`src/design/lpd_pkg.sv`:
```
// Package for the length-prefixed deframer: request and response payload types,
// parser modes, status codes, character constants and the queue entry type.
// No dependencies.
package lpd_pkg;

   localparam int SIZE_DIGIT_LIMIT = 6;
   localparam int MAX_MESSAGE_LEN  = 65536;
   localparam int QUEUE_DEPTH      = 4;

   localparam logic [7:0]  CH_OPEN        = 8'h7B;
   localparam logic [7:0]  CH_CLOSE       = 8'h7D;
   localparam logic [7:0]  CH_ZERO        = 8'h30;
   localparam logic [7:0]  CH_NINE        = 8'h39;
   localparam logic [16:0] SIZE_MAX_VALUE = 17'd65535;

   typedef enum logic [1:0] {
      MODE_IDLE    = 2'd0,
      MODE_SIZE    = 2'd1,
      MODE_PAYLOAD = 2'd2,
      MODE_ERROR   = 2'd3
   } mode_type;

   typedef enum logic [1:0] {
      STATUS_OK     = 2'd0,
      STATUS_DIGITS = 2'd1,
      STATUS_SIZE   = 2'd2,
      STATUS_SYNTAX = 2'd3
   } status_type;

   localparam logic KIND_PAYLOAD = 1'b0;
   localparam logic KIND_STATUS  = 1'b1;

   typedef struct packed {
      logic [7:0] data_byte;
      logic       end_of_message;
   } req_type;

   typedef struct packed {
      logic        kind;
      logic [7:0]  payload_byte;
      logic        entry_last;
      logic [1:0]  status_code;
      logic [15:0] error_offset;
   } rsp_type;

   typedef struct packed {
      logic        has_data;
      logic [7:0]  data_byte;
      logic        entry_last;
      logic        has_status;
      status_type  status_code;
      logic [15:0] error_offset;
   } cmd_type;

endpackage

```
`src/design/lpd_front.sv`:
```
// Front end of the deframer: accepts request bytes, runs the size-spec parser
// and writes one command per productive byte into the queue. Uses lpd_pkg.
module lpd_front #(
   parameter int SIZE_DIGIT_LIMIT = lpd_pkg::SIZE_DIGIT_LIMIT,
   parameter int MAX_MESSAGE_LEN  = lpd_pkg::MAX_MESSAGE_LEN
) (
   input  logic              clock,
   input  logic              reset,
   input  logic              req_valid,
   input  lpd_pkg::req_type  req_data,
   input  logic              queue_full,
   output logic              req_stall,
   output logic              cmd_write,
   output lpd_pkg::cmd_type  cmd_data,
   output lpd_pkg::mode_type parse_mode
);

   localparam logic [2:0]  DIGIT_LIMIT = 3'(SIZE_DIGIT_LIMIT);
   localparam logic [15:0] POS_MAX     = 16'(MAX_MESSAGE_LEN - 1);

   lpd_pkg::mode_type   mode_ff, mode_in;
   logic [16:0]         size_ff, size_in;
   logic [2:0]          count_ff, count_in;
   logic [15:0]         remain_ff, remain_in;
   logic [15:0]         pos_ff, pos_in;
   lpd_pkg::status_type err_code_ff, err_code_in;
   logic [15:0]         err_pos_ff, err_pos_in;

   logic       accept;
   logic [7:0] ch;
   logic [2:0] count_inc;
   logic       is_digit;

   assign req_stall  = queue_full;
   assign accept     = req_valid && !queue_full;
   assign ch         = req_data.data_byte;
   assign is_digit   = (ch >= lpd_pkg::CH_ZERO) && (ch <= lpd_pkg::CH_NINE);
   assign count_inc  = count_ff + 3'd1;
   assign parse_mode = mode_ff;

   always_ff @(posedge clock) begin
      if (reset) begin
         mode_ff     <= lpd_pkg::MODE_IDLE;
         size_ff     <= '0;
         count_ff    <= '0;
         remain_ff   <= '0;
         pos_ff      <= '0;
         err_code_ff <= lpd_pkg::STATUS_OK;
         err_pos_ff  <= '0;
      end else if (accept) begin
         mode_ff     <= mode_in;
         size_ff     <= size_in;
         count_ff    <= count_in;
         remain_ff   <= remain_in;
         pos_ff      <= pos_in;
         err_code_ff <= err_code_in;
         err_pos_ff  <= err_pos_in;
      end
   end

   always_comb begin
      mode_in     = mode_ff;
      size_in     = size_ff;
      count_in    = count_ff;
      remain_in   = remain_ff;
      err_code_in = err_code_ff;
      err_pos_in  = err_pos_ff;
      cmd_data    = '0;

      unique case (mode_ff)
         lpd_pkg::MODE_IDLE: begin
            if (ch == lpd_pkg::CH_OPEN) begin
               mode_in  = lpd_pkg::MODE_SIZE;
               size_in  = '0;
               count_in = '0;
            end
         end
         lpd_pkg::MODE_SIZE: begin
            if (ch == lpd_pkg::CH_OPEN) begin
               size_in  = '0;
               count_in = '0;
            end else if (is_digit) begin
               count_in = count_inc;
               if (count_inc >= DIGIT_LIMIT) begin
                  mode_in     = lpd_pkg::MODE_ERROR;
                  err_code_in = lpd_pkg::STATUS_DIGITS;
                  err_pos_in  = '0;
               end else begin
                  size_in = 17'(size_ff * 17'd10 + 17'(ch - lpd_pkg::CH_ZERO));
               end
            end else if (ch == lpd_pkg::CH_CLOSE) begin
               if (count_ff == 3'd0 || size_ff > lpd_pkg::SIZE_MAX_VALUE) begin
                  mode_in     = lpd_pkg::MODE_ERROR;
                  err_code_in = lpd_pkg::STATUS_SIZE;
                  err_pos_in  = '0;
               end else begin
                  remain_in = (size_ff == 17'd0) ? 16'd1 : size_ff[15:0];
                  mode_in   = lpd_pkg::MODE_PAYLOAD;
                  size_in   = '0;
                  count_in  = '0;
               end
            end else begin
               mode_in     = lpd_pkg::MODE_ERROR;
               err_code_in = lpd_pkg::STATUS_SYNTAX;
               err_pos_in  = pos_ff;
            end
         end
         lpd_pkg::MODE_PAYLOAD: begin
            cmd_data.has_data  = 1'b1;
            cmd_data.data_byte = ch;
            if (remain_ff <= 16'd1) begin
               cmd_data.entry_last = 1'b1;
               remain_in           = '0;
               mode_in             = lpd_pkg::MODE_IDLE;
            end else begin
               remain_in = remain_ff - 16'd1;
            end
         end
         lpd_pkg::MODE_ERROR: begin
         end
         default: begin
         end
      endcase

      pos_in = (pos_ff < POS_MAX) ? pos_ff + 16'd1 : pos_ff;

      if (req_data.end_of_message) begin
         cmd_data.has_status   = 1'b1;
         cmd_data.status_code  = err_code_in;
         cmd_data.error_offset =
            (err_code_in == lpd_pkg::STATUS_SYNTAX) ? err_pos_in : 16'd0;
         mode_in     = lpd_pkg::MODE_IDLE;
         size_in     = '0;
         count_in    = '0;
         remain_in   = '0;
         pos_in      = '0;
         err_code_in = lpd_pkg::STATUS_OK;
         err_pos_in  = '0;
      end

      cmd_write = accept && (cmd_data.has_data || cmd_data.has_status);
   end

endmodule

```
`src/design/lpd_queue.sv`:
```
// Command queue between the parser front end and the response back end.
// Small register array with head and tail pointers. Uses lpd_pkg.
module lpd_queue #(
   parameter int DEPTH = lpd_pkg::QUEUE_DEPTH
) (
   input  logic             clock,
   input  logic             reset,
   input  logic             wr_en,
   input  lpd_pkg::cmd_type wr_data,
   input  logic             rd_en,
   output lpd_pkg::cmd_type rd_data,
   output logic             full,
   output logic             empty
);

   localparam int AW = (DEPTH > 1) ? $clog2(DEPTH) : 1;
   localparam logic [AW-1:0] LAST_PTR = AW'(DEPTH - 1);
   localparam logic [AW:0]   FULL_CNT = (AW + 1)'(DEPTH);

   lpd_pkg::cmd_type mem_ff [DEPTH];
   logic [AW-1:0]    wr_ptr_ff, wr_ptr_in;
   logic [AW-1:0]    rd_ptr_ff, rd_ptr_in;
   logic [AW:0]      count_ff, count_in;
   logic             do_wr, do_rd;

   assign full    = (count_ff == FULL_CNT);
   assign empty   = (count_ff == '0);
   assign do_wr   = wr_en && !full;
   assign do_rd   = rd_en && !empty;
   assign rd_data = mem_ff[rd_ptr_ff];

   always_comb begin
      wr_ptr_in = wr_ptr_ff;
      rd_ptr_in = rd_ptr_ff;
      count_in  = count_ff;
      if (do_wr) begin
         wr_ptr_in = (wr_ptr_ff == LAST_PTR) ? '0 : wr_ptr_ff + AW'(1);
      end
      if (do_rd) begin
         rd_ptr_in = (rd_ptr_ff == LAST_PTR) ? '0 : rd_ptr_ff + AW'(1);
      end
      if (do_wr && !do_rd) begin
         count_in = count_ff + (AW + 1)'(1);
      end else if (do_rd && !do_wr) begin
         count_in = count_ff - (AW + 1)'(1);
      end
   end

   always_ff @(posedge clock) begin
      if (reset) begin
         wr_ptr_ff <= '0;
         rd_ptr_ff <= '0;
         count_ff  <= '0;
      end else begin
         wr_ptr_ff <= wr_ptr_in;
         rd_ptr_ff <= rd_ptr_in;
         count_ff  <= count_in;
      end
   end

   always_ff @(posedge clock) begin
      if (do_wr) begin
         mem_ff[wr_ptr_ff] <= wr_data;
      end
   end

endmodule

```
`src/design/lpd_back.sv`:
```
// Back end of the deframer: pops queued commands and expands each into one or
// two response items through a registered output stage. Uses lpd_pkg.
module lpd_back (
   input  logic             clock,
   input  logic             reset,
   input  lpd_pkg::cmd_type cmd_data,
   input  logic             cmd_empty,
   output logic             cmd_read,
   output logic             rsp_valid,
   output lpd_pkg::rsp_type rsp_data,
   input  logic             rsp_stall,
   output logic             pend_valid
);

   logic             rsp_valid_ff, rsp_valid_in;
   lpd_pkg::rsp_type rsp_ff, rsp_in;
   logic             pend_ff, pend_in;
   lpd_pkg::rsp_type status_ff, status_in;
   lpd_pkg::rsp_type cmd_status;
   logic             slot_free;

   assign slot_free  = !rsp_valid_ff || !rsp_stall;
   assign cmd_read   = slot_free && !pend_ff && !cmd_empty;
   assign rsp_valid  = rsp_valid_ff;
   assign rsp_data   = rsp_ff;
   assign pend_valid = pend_ff;

   always_comb begin
      cmd_status              = '0;
      cmd_status.kind         = lpd_pkg::KIND_STATUS;
      cmd_status.status_code  = cmd_data.status_code;
      cmd_status.error_offset = cmd_data.error_offset;

      rsp_valid_in = rsp_valid_ff;
      rsp_in       = rsp_ff;
      pend_in      = pend_ff;
      status_in    = status_ff;

      if (slot_free) begin
         rsp_valid_in = 1'b0;
         if (pend_ff) begin
            rsp_valid_in = 1'b1;
            rsp_in       = status_ff;
            pend_in      = 1'b0;
         end else if (!cmd_empty) begin
            rsp_valid_in = 1'b1;
            if (cmd_data.has_data) begin
               rsp_in              = '0;
               rsp_in.kind         = lpd_pkg::KIND_PAYLOAD;
               rsp_in.payload_byte = cmd_data.data_byte;
               rsp_in.entry_last   = cmd_data.entry_last;
               pend_in             = cmd_data.has_status;
               status_in           = cmd_status;
            end else begin
               rsp_in = cmd_status;
            end
         end
      end
   end

   always_ff @(posedge clock) begin
      if (reset) begin
         rsp_valid_ff <= 1'b0;
         pend_ff      <= 1'b0;
      end else begin
         rsp_valid_ff <= rsp_valid_in;
         pend_ff      <= pend_in;
      end
   end

   always_ff @(posedge clock) begin
      rsp_ff    <= rsp_in;
      status_ff <= status_in;
   end

endmodule

```
`src/design/length_prefixed_deframer_core.sv`:
```
// Length-prefixed message deframer, top level.
// Request channel (req_valid, req_stall, req_data) takes one message byte per
// request, with end_of_message set on the final byte. Entries in the message
// are '{' decimal size '}' followed by that many payload bytes (one for size 0).
// Response channel (rsp_valid, rsp_stall, rsp_data) carries one payload byte per
// response (kind 0, entry_last on the final byte of an entry) and, after the
// final byte of a message, one status response (kind 1) with the status code
// and, for a syntax error, the byte offset.
// Commands from accepted bytes go into the command queue; their responses leave
// through the registered output stage. Throughput: one request per cycle while
// the queue is not full; a final byte that is also a payload byte yields two
// responses, sent one after the other. The parser steps once per accepted byte;
// the command queue (QUEUE_DEPTH entries) decouples it from the output stage.
// Reset clears parser state, queue and output valid; no request is stalled
// after reset except while the queue is full.
// A stalled response holds; the queue absorbs bytes until it fills, then
// req_stall rises.
// Depends on lpd_pkg, lpd_front, lpd_queue and lpd_back.
module length_prefixed_deframer_core #(
   parameter int SIZE_DIGIT_LIMIT = lpd_pkg::SIZE_DIGIT_LIMIT,
   parameter int MAX_MESSAGE_LEN  = lpd_pkg::MAX_MESSAGE_LEN,
   parameter int QUEUE_DEPTH      = lpd_pkg::QUEUE_DEPTH
) (
   input  logic             clock,
   input  logic             reset,
   input  logic             req_valid,
   output logic             req_stall,
   input  lpd_pkg::req_type req_data,
   output logic             rsp_valid,
   input  logic             rsp_stall,
   output lpd_pkg::rsp_type rsp_data
);

   logic              q_full, q_empty;
   logic              q_write, q_read;
   lpd_pkg::cmd_type  q_wr_data, q_rd_data;
   lpd_pkg::mode_type parse_mode;
   logic              pend_valid;

   lpd_front #(
      .SIZE_DIGIT_LIMIT(SIZE_DIGIT_LIMIT),
      .MAX_MESSAGE_LEN (MAX_MESSAGE_LEN)
   ) u_front (
      .clock     (clock),
      .reset     (reset),
      .req_valid (req_valid),
      .req_data  (req_data),
      .queue_full(q_full),
      .req_stall (req_stall),
      .cmd_write (q_write),
      .cmd_data  (q_wr_data),
      .parse_mode(parse_mode)
   );

   lpd_queue #(
      .DEPTH(QUEUE_DEPTH)
   ) u_queue (
      .clock  (clock),
      .reset  (reset),
      .wr_en  (q_write),
      .wr_data(q_wr_data),
      .rd_en  (q_read),
      .rd_data(q_rd_data),
      .full   (q_full),
      .empty  (q_empty)
   );

   lpd_back u_back (
      .clock     (clock),
      .reset     (reset),
      .cmd_data  (q_rd_data),
      .cmd_empty (q_empty),
      .cmd_read  (q_read),
      .rsp_valid (rsp_valid),
      .rsp_data  (rsp_data),
      .rsp_stall (rsp_stall),
      .pend_valid(pend_valid)
   );

   a_pend_has_output: assert property (@(posedge clock) disable iff (reset)
      pend_valid |-> rsp_valid)
      else $error("pending status without a response in the output stage");

   a_reset_clears_output: assert property (@(posedge clock)
      reset |=> !rsp_valid)
      else $error("response valid after reset");

   a_eom_returns_idle: assert property (@(posedge clock) disable iff (reset)
      (req_valid && !req_stall && req_data.end_of_message)
         |=> (parse_mode == lpd_pkg::MODE_IDLE))
      else $error("parser not idle after final byte of message");

endmodule

```
`config.mk`:
```
export PLATFORM = sky130hd
export DESIGN_NAME = length_prefixed_deframer_core
export DESIGN_NICKNAME = d
export VERILOG_FILES = /design/src/design/lpd_pkg.sv /design/src/design/lpd_front.sv /design/src/design/lpd_queue.sv /design/src/design/lpd_back.sv /design/src/design/length_prefixed_deframer_core.sv
export SDC_FILE = /design/constraint.sdc
export NUM_CORES = 1
export LEC_CHECK = 0
export ABC_AREA = 1
export BUFFER_PORTS_ARGS = -buffer_cell sky130_fd_sc_hd__buf_2
export CORE_MARGIN = 10
export CORE_UTILIZATION = 25
export DETAILED_ROUTE_END_ITERATION = 10
export PLACE_DENSITY_LB_ADDON = 0.12
export SLEW_MARGIN = 20
export SYNTH_ARGS = -nofsm -noshare
export SYNTH_HDL_FRONTEND = slang
export SYNTH_HIERARCHICAL = 1
export SYNTH_SLANG_ARGS = --single-unit
```
`constraint.sdc`:
```
create_clock -name clock -period 3.9 [get_ports clock]
set_input_delay 0.585 -clock clock [delete_from_list [all_inputs] [get_ports clock]]
set_output_delay 0.585 -clock clock [all_outputs]
set_load 0.02 [all_outputs]
```
== Word level (Yosys, flattened, before mapping) ==
Memories as Yosys holds them, arrays and structs flattened. A register that Yosys moved wholly into a read port is not among the register bits.
Index checks and enable logic that the tools add are counted.

* Flip-flop bits (word level): 127
* RAM bits: 116
* Input bits: 13
* Memories: 1

{| class="wikitable"
|+ Memories
! name !! depth !! bits a word !! read ports !! clocked after memory_dff !! wr ports !! RTL line !! RTL
|-
| u_queue.mem_ff || 4 || 29 || 1 || 1 || 1 || lpd_queue.sv:20 || <nowiki>lpd_pkg::cmd_type mem_ff [DEPTH];</nowiki>
|}

* Add/sub/neg operators: 9
* Multiply operators: 1
* Magnitude comparators: 6
* Equality and inequality tests: 19
* Mux-type cells: 68
* Bitwise logic cells: 2
* Reductions and logical operators: 35

{| class="wikitable"
|+ Operators with widths
! cell !! number
|-
| 16-bit 2-to-1 mux || 17
|-
| 17-bit 2-to-1 mux || 7
|-
| 28-bit 2-to-1 mux || 2
|-
| 2-bit 2-to-1 mux || 17
|-
| 17-bit one-hot mux with 2 select lines || 1
|-
| 16-bit one-hot mux with 2 select lines || 1
|-
| 3-bit 2-to-1 mux || 8
|-
| 19-bit 2-to-1 mux || 1
|-
| 18-bit 2-to-1 mux || 1
|-
| 6-bit AND reduction || 3
|-
| 17-bit adder || 1
|-
| 17-bit by 16-bit > comparator with 1-bit output, second input constant || 1
|-
| 17-bit logical NOT || 1
|-
| 17-bit by 3-bit multiplier with 16-bit output, second input constant || 1
|-
| 16-bit by 1-bit adder with 16-bit output, second input constant || 1
|-
| 8-bit by 7-bit equality test with 1-bit output, second input constant || 2
|-
| 16-bit by 1-bit <= comparator with 1-bit output, second input constant || 1
|-
| 16-bit less-than comparator, second input constant || 1
|-
| 16-bit by 1-bit subtractor with 16-bit output, second input constant || 1
|-
| 1-bit 2-to-1 mux || 10
|-
| 10-bit 2-to-1 mux || 1
|-
| 1-bit logical AND || 9
|-
| 3-bit by 2-bit inequality test with 1-bit output, second input constant || 3
|-
| 3-bit inequality test, second input constant || 3
|-
| other kinds (28) || 46
|}

== Depth between registers and ports, before layout ==
Gate-level depths: netlist of the first run.

* Word-level depth: 17
* Depth in mapped cells: 22
* Mapped depth without buffers: 22

== Cells and area by module ==
Netlist of the first run, hierarchy kept.

{| class="wikitable"
|+ By module, submodules not included
! module !! times used !! cells an instance !! area an instance (sq um) !! seq. area each (sq um)
|-
| lpd_front || 1 || 958 || 6259.8 || 1441.4
|-
| lpd_queue || 1 || 352 || 5114.9 || 3663.5
|-
| lpd_back || 1 || 139 || 1838.0 || 1421.4
|}

== Least setup slack after synthesis of the first run ==
OpenSTA, ideal clock, no wires.

* Path type: reg-to-reg
* From: register u_queue.count_ff[0]
* To: memory u_queue/mem_ff[0][0] (netlist name), enable pin
* Library setup time: 0.415 ns
* Arrival time: 2.780 ns
* Data required time: 3.485 ns
* Setup slack: 0.705 ns
* Cell stages (with the launch flop): 11
* Buffers on the path: 2
* Path through: dfxtp_1 -> nor2_1 -> nand2_1 -> inv_1 -> inv_1 -> nand2_1 -> clkbuf_1 -> clkbuf_1 -> nor2_1 -> nand2_1 -> nor2_1

* Cells in the longest elaborated chain, start to end: 7

{| class="wikitable"
|+ Ends and longest elaborated chain
! what !! RTL line !! RTL
|-
| from (decl) || lpd_queue.sv:23 || <nowiki>logic [AW:0] count_ff, count_in;</nowiki>
|-
| from (signal assigned) || lpd_queue.sv:57 || <nowiki>count_ff <= count_in;</nowiki>
|-
| 3-bit equality test || lpd_queue.sv:26 || <nowiki>assign full = (count_ff == FULL_CNT);</nowiki>
|-
| named net q_full || length_prefixed_deframer_core.sv:34 || <nowiki>logic q_full, q_empty;</nowiki>
|-
| 1-bit logical NOT || lpd_front.sv:35 || <nowiki>assign accept = req_valid && !queue_full;</nowiki>
|-
| 1-bit logical AND || lpd_front.sv:35 ||
|-
| 1-bit logical AND || lpd_front.sv:141 || <nowiki>cmd_write = accept && (cmd_data.has_data || cmd_data.has_status);</nowiki>
|-
| named net q_write || length_prefixed_deframer_core.sv:35 || <nowiki>logic q_write, q_read;</nowiki>
|-
| 1-bit logical AND || lpd_queue.sv:28 || <nowiki>assign do_wr = wr_en && !full;</nowiki>
|-
| 1-bit 2-to-1 mux || lpd_queue.sv:62 || <nowiki>if (do_wr) begin</nowiki>
|-
| 1-bit 2-to-1 mux (implied by the code) || lpd_queue.sv:63 || <nowiki>mem_ff[wr_ptr_ff] <= wr_data;</nowiki>
|-
| to (decl) || lpd_queue.sv:20 ||
|}

The timed path passes the listed nets, and every way through them passes these cells.

== Worst setup path after layout of the first run ==
* From: register u_front.size_ff[1]
* To: register u_front.size_ff[15]

* Cells in the longest elaborated chain, start to end: 7
* Elaborated cells on any way between the ends: 11

{| class="wikitable"
|+ Ends and longest elaborated chain
! what !! RTL line !! RTL
|-
| from (decl) || lpd_front.sv:22 || <nowiki>logic [16:0] size_ff, size_in;</nowiki>
|-
| from (signal assigned) || lpd_front.sv:52 || <nowiki>size_ff <= size_in;</nowiki>
|-
| 17-bit by 3-bit multiplier with 16-bit output || lpd_front.sv:89 || <nowiki>size_in = 17'(size_ff * 17'd10 + 17'(ch - lpd_pkg::CH_ZERO));</nowiki>
|-
| 17-bit adder || lpd_front.sv:89 ||
|-
| 17-bit 2-to-1 mux || lpd_front.sv:84 || <nowiki>if (count_inc >= DIGIT_LIMIT) begin</nowiki>
|-
| 17-bit 2-to-1 mux || lpd_front.sv:82 || <nowiki>end else if (is_digit) begin</nowiki>
|-
| 17-bit 2-to-1 mux || lpd_front.sv:79 || <nowiki>if (ch == lpd_pkg::CH_OPEN) begin</nowiki>
|-
| 17-bit one-hot mux with 2 select lines || lpd_front.sv:70 || <nowiki>unique case (mode_ff)</nowiki>
|-
| 17-bit 2-to-1 mux || lpd_front.sv:127 || <nowiki>if (req_data.end_of_message) begin</nowiki>
|}

Several ways; a longest one is shown, not always the timed one. The select of a mux whose other input is x is not followed.
A chain may end at the register's enable or synchronous reset.

==> reports/qor.csv, run 1 <==
metric;value;unit
synthTopCellsByArea;sky130_fd_sc_hd__edfxtp_1 37%, sky130_fd_sc_hd__dfxtp_1 13%, sky130_fd_sc_hd__nand2_1 9.4%;
viasPerCell;4.42;
synthDominantAreaCellType;sky130_fd_sc_hd__edfxtp_1;
dr.pass1.iters;7;
timing.final.crit_share;87.7;%
startpoint_type;register;
leakage;0.00596;uW
worst_slew_pin_slew;1030;ps
grt_first_pass_wirelength;55.2;mm
end_kind;register;
detailroute.via_count;9729;
worstHoldPathType;in -> reg;
ys_seq_elements;245;
area.growth.synth_to_final;15.0;%
synth-edff-count;162;
dieArea;62400;um2
tritoncts_clock_tree;yes;
drt-total-wl;34.3;mm
site_rows;84;
final-setup-viol-count;0;
grt_start_max_net_pins;57;
antenna_found_initial;0;
initial_utilization;25.2;%
maxSlewViolCount;0;
clock_sink_count;245;
power_density;625;nW/um2
globalRouteTotalUtil;10.8;%
layout-drive-gt1-share;16.6;%
route.antenna.remaining_nets;0;
rr_worst_depth;19;
cts_max_path_buffers;3;
synth.cells.most_frequent;332 x sky130_fd_sc_hd__nand2_1, 162 x sky130_fd_sc_hd__edfxtp_1, 139 x sky130_fd_sc_hd__nor2_1;
io_pins;43;
antenna-diode-count;0;
cts.repair.resized;0;
status;completed;
synth-main-ff-cell;sky130_fd_sc_hd__edfxtp_1;
yosys.area.top_type_share;36.8;%
crit-reg2reg-capture;u_front/size_ff[15];
postSynthCellCount;1449;
drc_errors;0;
ys.warnings.count;6;
fp.dieW;250;um
syn_nets;1518;
hold_path_startpoint;req_data[1];
hold_buffers;0;
core;52400;um2
worst_setup_timing_slack_at_the_placement_stage;453;ps
grt-ovfl-total;0;
regToRegSetupSlack;480;ps
final_critical_path_setup_slack;478;ps
vdd_drop_max;0.280;mV
timing.hold.worst_path_depth;3;
worstSkewPairLatency;570;ps
clk_pin_slew_worst_paths;60;ps
final_net_count;1559;
final_routed_wire_length_divided_by_cell_count;15.6;um
maxClockFrequency;292;MHz
mapped_avg_cell_area;9.12;um2
most_repeated_cell_in_the_gate_level_netlist_after_synthesis;sky130_fd_sc_hd__nand2_1;
postCtsSetupRepairBufs;0;
setup.worst_path.class;reg -> reg;
critical_path_peak_fanout;6;
cts-buffers-inserted;30;
synth_sequential_area_ratio;49.4;%
clock_tree.htree_level_count;1;
detail_route.iter0.violations;502;
cp.arrival;3840;ps
async_flop_share;0;%
fin_skew;23.8;ps
floorplan.die.height;250;um
port_buffers;42;
min_period;3420;ps
via_count_of_the_first_global_routing_pass;9606;
place.detailed.hpwl;23.9;mm
timing.rr.start;u_front/size_ff[1];
power;9490;uW
cts_root_buf;sky130_fd_sc_hd__clkbuf_16;
finalWeightedCongestion;0.769;
drv_cap;0;
grt_setup_unrepaired;no;
slew_headroom;31.1;%
mappedNetlistArea;13200;um2
timing_hold_violations_final;0;
crit_required;4310;ps
finalSetupTns;0;ps
post_synth_num_cell_types;55;
timing.hold.worst_endpoint;u_front/size_ff[0];
==> cells in the final DEF, fill, tap and decap left out, types with 11 or more instances in the layout <==
cell	count
sky130_fd_sc_hd__buf_4	23
sky130_fd_sc_hd__clkbuf_16	31
sky130_fd_sc_hd__nor2_2	16
sky130_fd_sc_hd__nor2_4	25
sky130_fd_sc_hd__o22ai_2	20
sky130_fd_sc_hd__a21oi_1	87
sky130_fd_sc_hd__a21oi_2	13
sky130_fd_sc_hd__nor2_1	135
sky130_fd_sc_hd__edfxtp_1	162
sky130_fd_sc_hd__nand2_1	332
sky130_fd_sc_hd__xor2_1	22
sky130_fd_sc_hd__nor3_1	14
sky130_fd_sc_hd__ha_1	53
sky130_fd_sc_hd__dfxtp_1	82
sky130_fd_sc_hd__o21ai_0	96
sky130_fd_sc_hd__xnor2_1	11
sky130_fd_sc_hd__nand2_2	16
sky130_fd_sc_hd__buf_2	42
sky130_fd_sc_hd__inv_2	13
sky130_fd_sc_hd__nand3_1	83
sky130_fd_sc_hd__inv_1	106
==> layer usage <==
metal / wire length (um) / vias to the layer above / track usage [%]
li1: - / 4997 / -
met1: 16700 / 4553 / 14.2
met2: 15800 / 136 / 18.0
met3: 1250 / 43 / 1.63
met4: 663 / 0 / 2.72
met5: 0 / - / 0
==> report_power, final <==
part           switching [uW]  total [uW]  internal, uW
Clock                    1150        3050          1900
Combinational            2040        2880           835
Sequential                155        3560          3400
==> worst max-delay path by stage <==
stage	startpoint	endpoint	slack, ps	cells past startpoint
after global routing	u_front/size_ff[1]	u_front/size_ff[15]	100	19
after detailed placement	u_front/size_ff[1]	u_front/size_ff[15]	450	19
after floorplan	u_queue/count_ff[0]	u_queue/mem_ff[0][0]	710	10
final	u_front/size_ff[1]	u_front/size_ff[15]	480	19
after global placement	u_front/size_ff[1]	u_front/size_ff[15]	540	19
after CTS	u_front/size_ff[1]	u_front/size_ff[15]	440	19
==> cell families (layout without fill, tap and decap cells) <==
group	Yosys count	in the layout	share of synthesized area, %
simple gates	674	674	24.3
compound gates	264	264	12.4
flops	245	245	49.4
buf+inv	177	242	6.29
fa+ha+maj	56	56	5.47
xor+xnor	33	33	2.19
==> registers in the layout, summed over array words and instances (netlist names), 2 cells and up, named ones only <==
register and count:
u_back/rsp_data 28, u_back/status_ff 18, u_front/count_ff 3, u_front/err_code_ff 2, u_front/err_pos_ff 16, u_front/parse_mode 2
u_front/pos_ff 16, u_front/remain_ff 16, u_front/size_ff 17, u_queue/count_ff 3, u_queue/mem_ff 116, u_queue/rd_ptr_ff 2
u_queue/wr_ptr_ff 2
==> cell type report <==
cell class / instances / area (um2)
fillers: 5496 / 37300
repair buffers: 65 / 383
clock inverters: 25 / 309
well taps: 688 / 861
clock buffers: 31 / 776
inverters: 121 / 458
flip-flops and latches: 245 / 6530
multi-input cells: 1027 / 5880
==> worst max-delay path, cell delays in order (launching register included) <==
cell and delay, ps:
sky130_fd_sc_hd__dfxtp_1 470, sky130_fd_sc_hd__ha_1 280, sky130_fd_sc_hd__ha_1 270, sky130_fd_sc_hd__fa_1 410, sky130_fd_sc_hd__nand2_1 70, sky130_fd_sc_hd__nand2_1 50
sky130_fd_sc_hd__nand2_1 50, sky130_fd_sc_hd__nand2_1 120, sky130_fd_sc_hd__a21oi_1 230, sky130_fd_sc_hd__nor2_1 60, sky130_fd_sc_hd__nor2_1 120, sky130_fd_sc_hd__xnor2_1 90
sky130_fd_sc_hd__ha_1 320, sky130_fd_sc_hd__inv_1 70, sky130_fd_sc_hd__nor3_1 240, sky130_fd_sc_hd__nand3_1 140, sky130_fd_sc_hd__nand2_1 90, sky130_fd_sc_hd__nand2_1 50
sky130_fd_sc_hd__nand3_1 80, sky130_fd_sc_hd__a21oi_1 60
==> metrics by stage <==
step | area, um2 | utilization (%) | hold WS (ps) | instances
floorplan | 13200 | - | 455 | 1449
finish | 15200 | 29.0 | 332 | 2202
global placement | 14100 | 26.9 | 467 | 2146
CTS | 15200 | 29.0 | 290 | 2202
global route | 15200 | 29.0 | 325 | 2202
detailed placement | 14100 | 26.9 | 476 | 2146
Power figures use the tool's default switching activity.
==> inputs of run 2 (changes only) <==
Settings changed: CELL_PAD_IN_SITES_DETAIL_PLACEMENT set to 1, CELL_PAD_IN_SITES_GLOBAL_PLACEMENT set to 1, CTS_BUF_LIST set to sky130_fd_sc_hd__clkbuf_8 sky130_fd_sc_hd__clkbuf_16.
==> reports/qor.csv, run 2 (synthesis results as in run 1) <==
metric;value;unit;change
worstHoldPathType;in -> reg;;
power_switching_share;36.2;%;+0.96 points
cts_root_buf;sky130_fd_sc_hd__clkbuf_16;;
fin_skew;16.1;ps;-7.68 ps
cts-buffers-inserted;31;;+3.3%
grt-ovfl-total;0;;unchanged
critical-path-top-cell-by-count;sky130_fd_sc_hd__nand2_1;;
rr_worst_depth;19;;unchanged
final-setup-viol-count;0;;unchanged
dr.pass1.iters;6;;-1
drc_errors;0;;unchanged
antenna-diode-count;0;;unchanged
dieArea;62400;um2;unchanged
crit_slowest_cell;sky130_fd_sc_hd__dfxtp_1;;
critical_path_peak_fanout;6;;unchanged
final-instance-count-excl-fill;2204;;+0.091%
layout_commonest_cell;sky130_fd_sc_hd__nand2_1;;
viasPerCell;4.49;;+1.6%
cp.arrival;3950;ps;+110 ps
area.growth.synth_to_final;14.9;%;about the same
worst_slew_pin_slew;998;ps;-34.6 ps
regToRegSetupSlack;390;ps;-80 ps
postCtsSetupRepairBufs;0;;unchanged
clock_sink_count;245;;unchanged
internal-power;6060;uW;-1.3%
initial_utilization;25.2;%;unchanged
cts_max_path_buffers;3;;unchanged
fp.dieW;250;um;unchanged
timing.critical_path.cells;ha_1 -> ha_1 -> fa_1 -> nand2_1 -> nand2_1 -> nand2_1 -> nand2_1 -> a21oi_1 -> nor2_1 -> nor2_1 -> xnor2_1 -> ha_1 -> inv_1 -> nor3_1 -> nand3_1 -> nand2_1 -> nand2_1 -> nand3_1 -> a21oi_1;;
leakage;0.00598;uW;+0.31%
antenna_found_initial;1;;+1
layout-drive-gt1-share;16.8;%;+0.11 points
worstSkewPairLatency;590;ps;+20 ps
finalWeightedCongestion;0.777;;+0.96%
grt_start_max_net_pins;57;;unchanged
seq_power_share;37.3;%;-0.2 points
maxSlewViolCount;0;;unchanged
globalRouteTotalUtil;11.9;%;+1.2 points
setup.worst_path.class;reg -> reg;;
min_period;3510;ps;+84.0 ps
grt_setup_unrepaired;no;;
maxClockFrequency;285;MHz;-2.4%
hold_buffers;0;;unchanged
floorplan.die.height;250;um;unchanged
io_pins;43;;unchanged
flip_flop_count_of_the_largest_register_after_layout;116;;unchanged
timing.final.crit_share;89.9;%;+2.2 points
core;52400;um2;unchanged
clk_pin_slew_worst_paths;70;ps;about the same
drt-total-wl;37.7;mm;+9.9%
largest_register;u_queue/mem_ff;;
via_count_of_the_first_global_routing_pass;10387;;+8.1%
place.detailed.hpwl;26.5;mm;+11%
end_kind;register;;
pwr-share-comb;31.0;%;+0.7 points
site_rows;84;;unchanged
port_buffers;42;;unchanged
timing.critical_path.to;u_front/size_ff[15];;
final_cell_mix;332 x sky130_fd_sc_hd__nand2_1, 162 x sky130_fd_sc_hd__edfxtp_1, 135 x sky130_fd_sc_hd__nor2_1;;
crit_path_max_incr_delay;470;ps;about the same
tritoncts_clock_tree;yes;;
crit-reg2reg-capture;u_front/size_ff[15];;
timing_hold_violations_final;0;;unchanged
final_net_count;1561;;+0.13%
timing.rr.start;u_front/size_ff[1];;
finalSetupTns;0;ps;unchanged
switchingPower;3440;uW;+2.9%
detailroute.via_count;9896;;+1.7%
startpoint_type;register;;
drv_cap;0;;unchanged
grt_first_pass_wirelength;60.7;mm;+10%
route.antenna.remaining_nets;0;;unchanged
status;completed;;
placed_cells;2147;;+0.047%
setup.worst_path.start;u_front/size_ff[1];;
post_place_cell_area;14100;um2;about the same
vdd_drop_max;0.326;mV;+17%
cts.repair.resized;0;;unchanged
power_density;626;nW/um2;+0.26%
final_area;15200;um2;about the same
crit_required;4340;ps;+30 ps
detail_route.iter0.violations;381;;-24%
power.share.clock;31.7;%;-0.4 points
final_routed_wire_length_divided_by_cell_count;17.1;um;+9.8%
slew_headroom;33.4;%;+2.3 points
clock_tree.htree_level_count;1;;unchanged
run 2: cell types whose count changed in the layout (fill, tap and decap cells not counted), moves of 2 or more:
cell / delta
sky130_fd_sc_hd__clkbuf_8: +2
sky130_fd_sc_hd__clkinvlp_4: -2
sky130_fd_sc_hd__clkinv_1: -3
sky130_fd_sc_hd__bufinv_16: -2
sky130_fd_sc_hd__inv_1: +3
run 2: power groups by stage:
stage / clock network, uW / registers (uW) / logic (uW)
floorplan: 0 / 3800 / 1990
global placement: 0 / 3600 / 3010
detailed placement: 0 / 3610 / 3040
CTS: 3150 / 3560 / 3050
global route: 3240 / 3600 / 3330
finish: 3010 / 3550 / 2950
run 2: stage by stage:
step / setup slack (ps) / total power (uW) / hold WS [ps] / util, %
3_3_place_gp: 443 / 6610 / 470 / 26.9
6_report: 394 / 9510 / 309 / 28.9
3_5_place_dp: 396 / 6650 / 476 / 26.9
5_1_grt: 63.7 / 10200 / 288 / 28.9
4_1_cts: 383 / 9750 / 265 / 28.9
2_1_floorplan: 705 / 5790 / 455 / -
run 2: critical path: cells and delay by family, from the launching register on:
kind                     cells  cell delay [ps]
AO/OA/AOI/OAI                2              300
XOR/XNOR                     1               90
adder cells (fa/ha/maj)      4             1300
buffers and inverters        1               90
flip-flops                   1              470
AND/OR/NAND/NOR             11             1080
run 2: worst min-delay path by stage:
stage	slack [ps]	from	end	cells after the start
after floorplan	460	u_front/pos_ff[3]	u_front/pos_ff[3]	1
after global placement	470	u_front/err_pos_ff[0]	u_front/err_pos_ff[0]	2
after detailed placement	480	u_front/err_pos_ff[8]	u_front/err_pos_ff[8]	2
after CTS	270	req_data[1]	u_front/size_ff[0]	3
after global routing	290	req_data[1]	u_front/size_ff[0]	3
final	310	req_data[1]	u_front/size_ff[0]	3
run 2: area by class of cell:
cell class / count / area (um2)
inverter: 121 / 457
sequential: 245 / 6530
timing repair buffer: 66 / 390
clock inverter: 24 / 264
fill: 6043 / 37300
clock buffer: 33 / 803
multi-input combinational: 1027 / 5880
tap: 688 / 861
run 2: per-layer routing:
layer	global-route usage, %	share of wire (%)
met5	0	0
met4	2.63	1.9
met3	1.89	3.1
met2	20.0	47
met1	15.8	48
==> inputs of run 3 (changes only) <==
Settings changed: CTS_BUF_LIST sky130_fd_sc_hd__clkbuf_8 sky130_fd_sc_hd__clkbuf_16 to sky130_fd_sc_hd__clkbuf_16.
==> reports/qor.csv, run 3 (synthesis results as in run 1) <==
metric;value;unit;change
hold_buffers;0;;unchanged
post_place_cell_area;14100;um2;unchanged
final_net_count;1561;;unchanged
power_switching_share;36.3;%;+0.15 points
hold_path_startpoint;req_data[1];;
cts_root_buf;sky130_fd_sc_hd__clkbuf_16;;
clock_tree.htree_level_count;1;;unchanged
seq_power_share;37.5;%;+0.2 points
detailroute.via_count;9897;;+0.010%
flip_flop_count_of_the_largest_register_after_layout;116;;unchanged
grt_setup_unrepaired;no;;
layout-drive-gt1-share;16.7;%;-0.066 points
cts-buffers-inserted;31;;unchanged
crit-reg2reg-capture;u_front/size_ff[15];;
port_buffers;42;;unchanged
postCtsSetupRepairBufs;0;;unchanged
startpoint_type;register;;
core;52400;um2;unchanged
slew_headroom;33.4;%;unchanged
internal-power;6030;uW;-0.64%
io_pins;43;;unchanged
detail_route.iter0.violations;381;;unchanged
final_routed_wire_length_divided_by_cell_count;17.1;um;unchanged
final_area;15200;um2;-0.13%
area.growth.synth_to_final;14.7;%;
switchingPower;3440;uW;about the same
grt_start_max_net_pins;57;;unchanged
antenna-diode-count;0;;unchanged
end_kind;register;;
power_density;624;nW/um2;-0.28%
cts.repair.resized;0;;unchanged
cts_max_path_buffers;3;;unchanged
antenna_found_initial;1;;unchanged
timing.rr.start;u_front/size_ff[1];;
min_period;3510;ps;unchanged
finalWeightedCongestion;0.777;;unchanged
worstHoldPathType;in -> reg;;
final-instance-count-excl-fill;2204;;unchanged
holdWs;309;ps;unchanged
timing_hold_violations_final;0;;unchanged
largest_register;u_queue/mem_ff;;
dr.pass1.iters;6;;unchanged
globalRouteTotalUtil;11.9;%;unchanged
critical_path_peak_fanout;6;;unchanged
floorplan.die.height;250;um;unchanged
regToRegSetupSlack;390;ps;about the same
worstSkewPairLatency;590;ps;about the same
worst_slew_pin_slew;998;ps;unchanged
clock_sink_count;245;;unchanged
rr_worst_depth;19;;unchanged
final-setup-viol-count;0;;unchanged
fin_skew;16.1;ps;+0.000800 ps
timing.hold.worst_path_depth;3;;unchanged
vdd_drop_max;0.326;mV;about the same
drc_errors;0;;unchanged
initial_utilization;25.2;%;unchanged
layout_commonest_cell;sky130_fd_sc_hd__nand2_1;;
fp.dieW;250;um;unchanged
timing.hold.worst_endpoint;u_front/size_ff[0];;
status;completed;;
grt_first_pass_wirelength;60.7;mm;unchanged
drv_cap;0;;unchanged
pwr-share-comb;31.1;%;about the same
drt-total-wl;37.7;mm;unchanged
leakage;0.00597;uW;-0.14%
cp.arrival;3950;ps;about the same
dieArea;62400;um2;unchanged
power.share.clock;31.4;%;-0.3 points
crit_required;4340;ps;about the same
route.antenna.remaining_nets;0;;unchanged
maxClockFrequency;285;MHz;unchanged
maxSlewViolCount;0;;unchanged
final_util;28.9;%;-0.038 points
tritoncts_clock_tree;yes;;
placed_cells;2147;;unchanged
site_rows;84;;unchanged
clk_pin_slew_worst_paths;70;ps;about the same
grt-ovfl-total;0;;unchanged
final_cell_mix;332 x sky130_fd_sc_hd__nand2_1, 162 x sky130_fd_sc_hd__edfxtp_1, 135 x sky130_fd_sc_hd__nor2_1;;
viasPerCell;4.49;;about the same
via_count_of_the_first_global_routing_pass;10387;;unchanged
timing.final.crit_share;89.9;%;unchanged
place.detailed.hpwl;26.5;mm;unchanged
setup.worst_path.class;reg -> reg;;
finalSetupTns;0;ps;unchanged
num-fill-cells;6045;;+0.033%
[run 3: cell types whose count changed in the layout (fill, tap and decap cells not counted), sizes merged]
cell    delta
clkinv     +1
clkbuf     -2
inv        +1
[run 3: per-layer routing]
layer  up-vias  part of all wire [%]  global-route usage (%)
met5         -                     0                       0
met4         0                   1.9                    2.63
met3        48                   3.1                    1.89
met2        98                    47                    20.0
met1      4754                    48                    15.8
li1       4997                     -                       -
[run 3: critical path, cell delays in order (launching register included)]
cell and delay, ps:
sky130_fd_sc_hd__dfxtp_1 470, sky130_fd_sc_hd__ha_1 280, sky130_fd_sc_hd__ha_1 270, sky130_fd_sc_hd__fa_1 420, sky130_fd_sc_hd__nand2_1 80, sky130_fd_sc_hd__nand2_1 50, sky130_fd_sc_hd__nand2_1 50, sky130_fd_sc_hd__nand2_1 120
sky130_fd_sc_hd__a21oi_1 240, sky130_fd_sc_hd__nor2_1 60, sky130_fd_sc_hd__nor2_1 120, sky130_fd_sc_hd__xnor2_1 90, sky130_fd_sc_hd__ha_1 330, sky130_fd_sc_hd__inv_1 90, sky130_fd_sc_hd__nor3_1 240, sky130_fd_sc_hd__nand3_1 140
sky130_fd_sc_hd__nand2_1 100, sky130_fd_sc_hd__nand2_1 50, sky130_fd_sc_hd__nand3_1 70, sky130_fd_sc_hd__a21oi_1 60
[run 3: metrics by stage]
stage,total power [uW],setup slack [ps]
after floorplan,5790,705
after global placement,6610,443
after detailed placement,6650,396
after CTS,9710,383
after global routing,10100,63.7
final,9470,394
[run 3: power by group through the flow]
stage	sequential [uW]	clock [uW]	combinational, uW
3_5_place_dp	3610	0	3040
4_1_cts	3560	3110	3050
2_1_floorplan	3800	0	1990
5_1_grt	3600	3200	3330
3_3_place_gp	3600	0	3010
6_report	3550	2970	2940
[run 3: how the worst max path moves through the flow]
| stage | start | end | slack, ps |
|---|---|---|---|
| final | u_front/size_ff[1] | u_front/size_ff[15] | 390 |
| after global routing | u_front/size_ff[1] | u_front/size_ff[15] | 60 |
| after CTS | u_front/size_ff[1] | u_front/size_ff[15] | 380 |
| after detailed placement | u_front/size_ff[1] | u_front/size_ff[15] | 400 |
| after global placement | u_front/size_ff[1] | u_front/size_ff[10] | 440 |
| after floorplan | u_queue/count_ff[0] | u_queue/mem_ff[0][0] | 710 |
[run 3: cell type report]
type,instances,area [um2],area share (%)
clock inverter,26,272,1.79
clock buffer,31,776,5.12
tap,688,861,5.68
multi-input combinational,1027,5880,38.8
inverter,121,457,3.01
timing repair buffer,66,390,2.58
sequential,245,6530,43.1
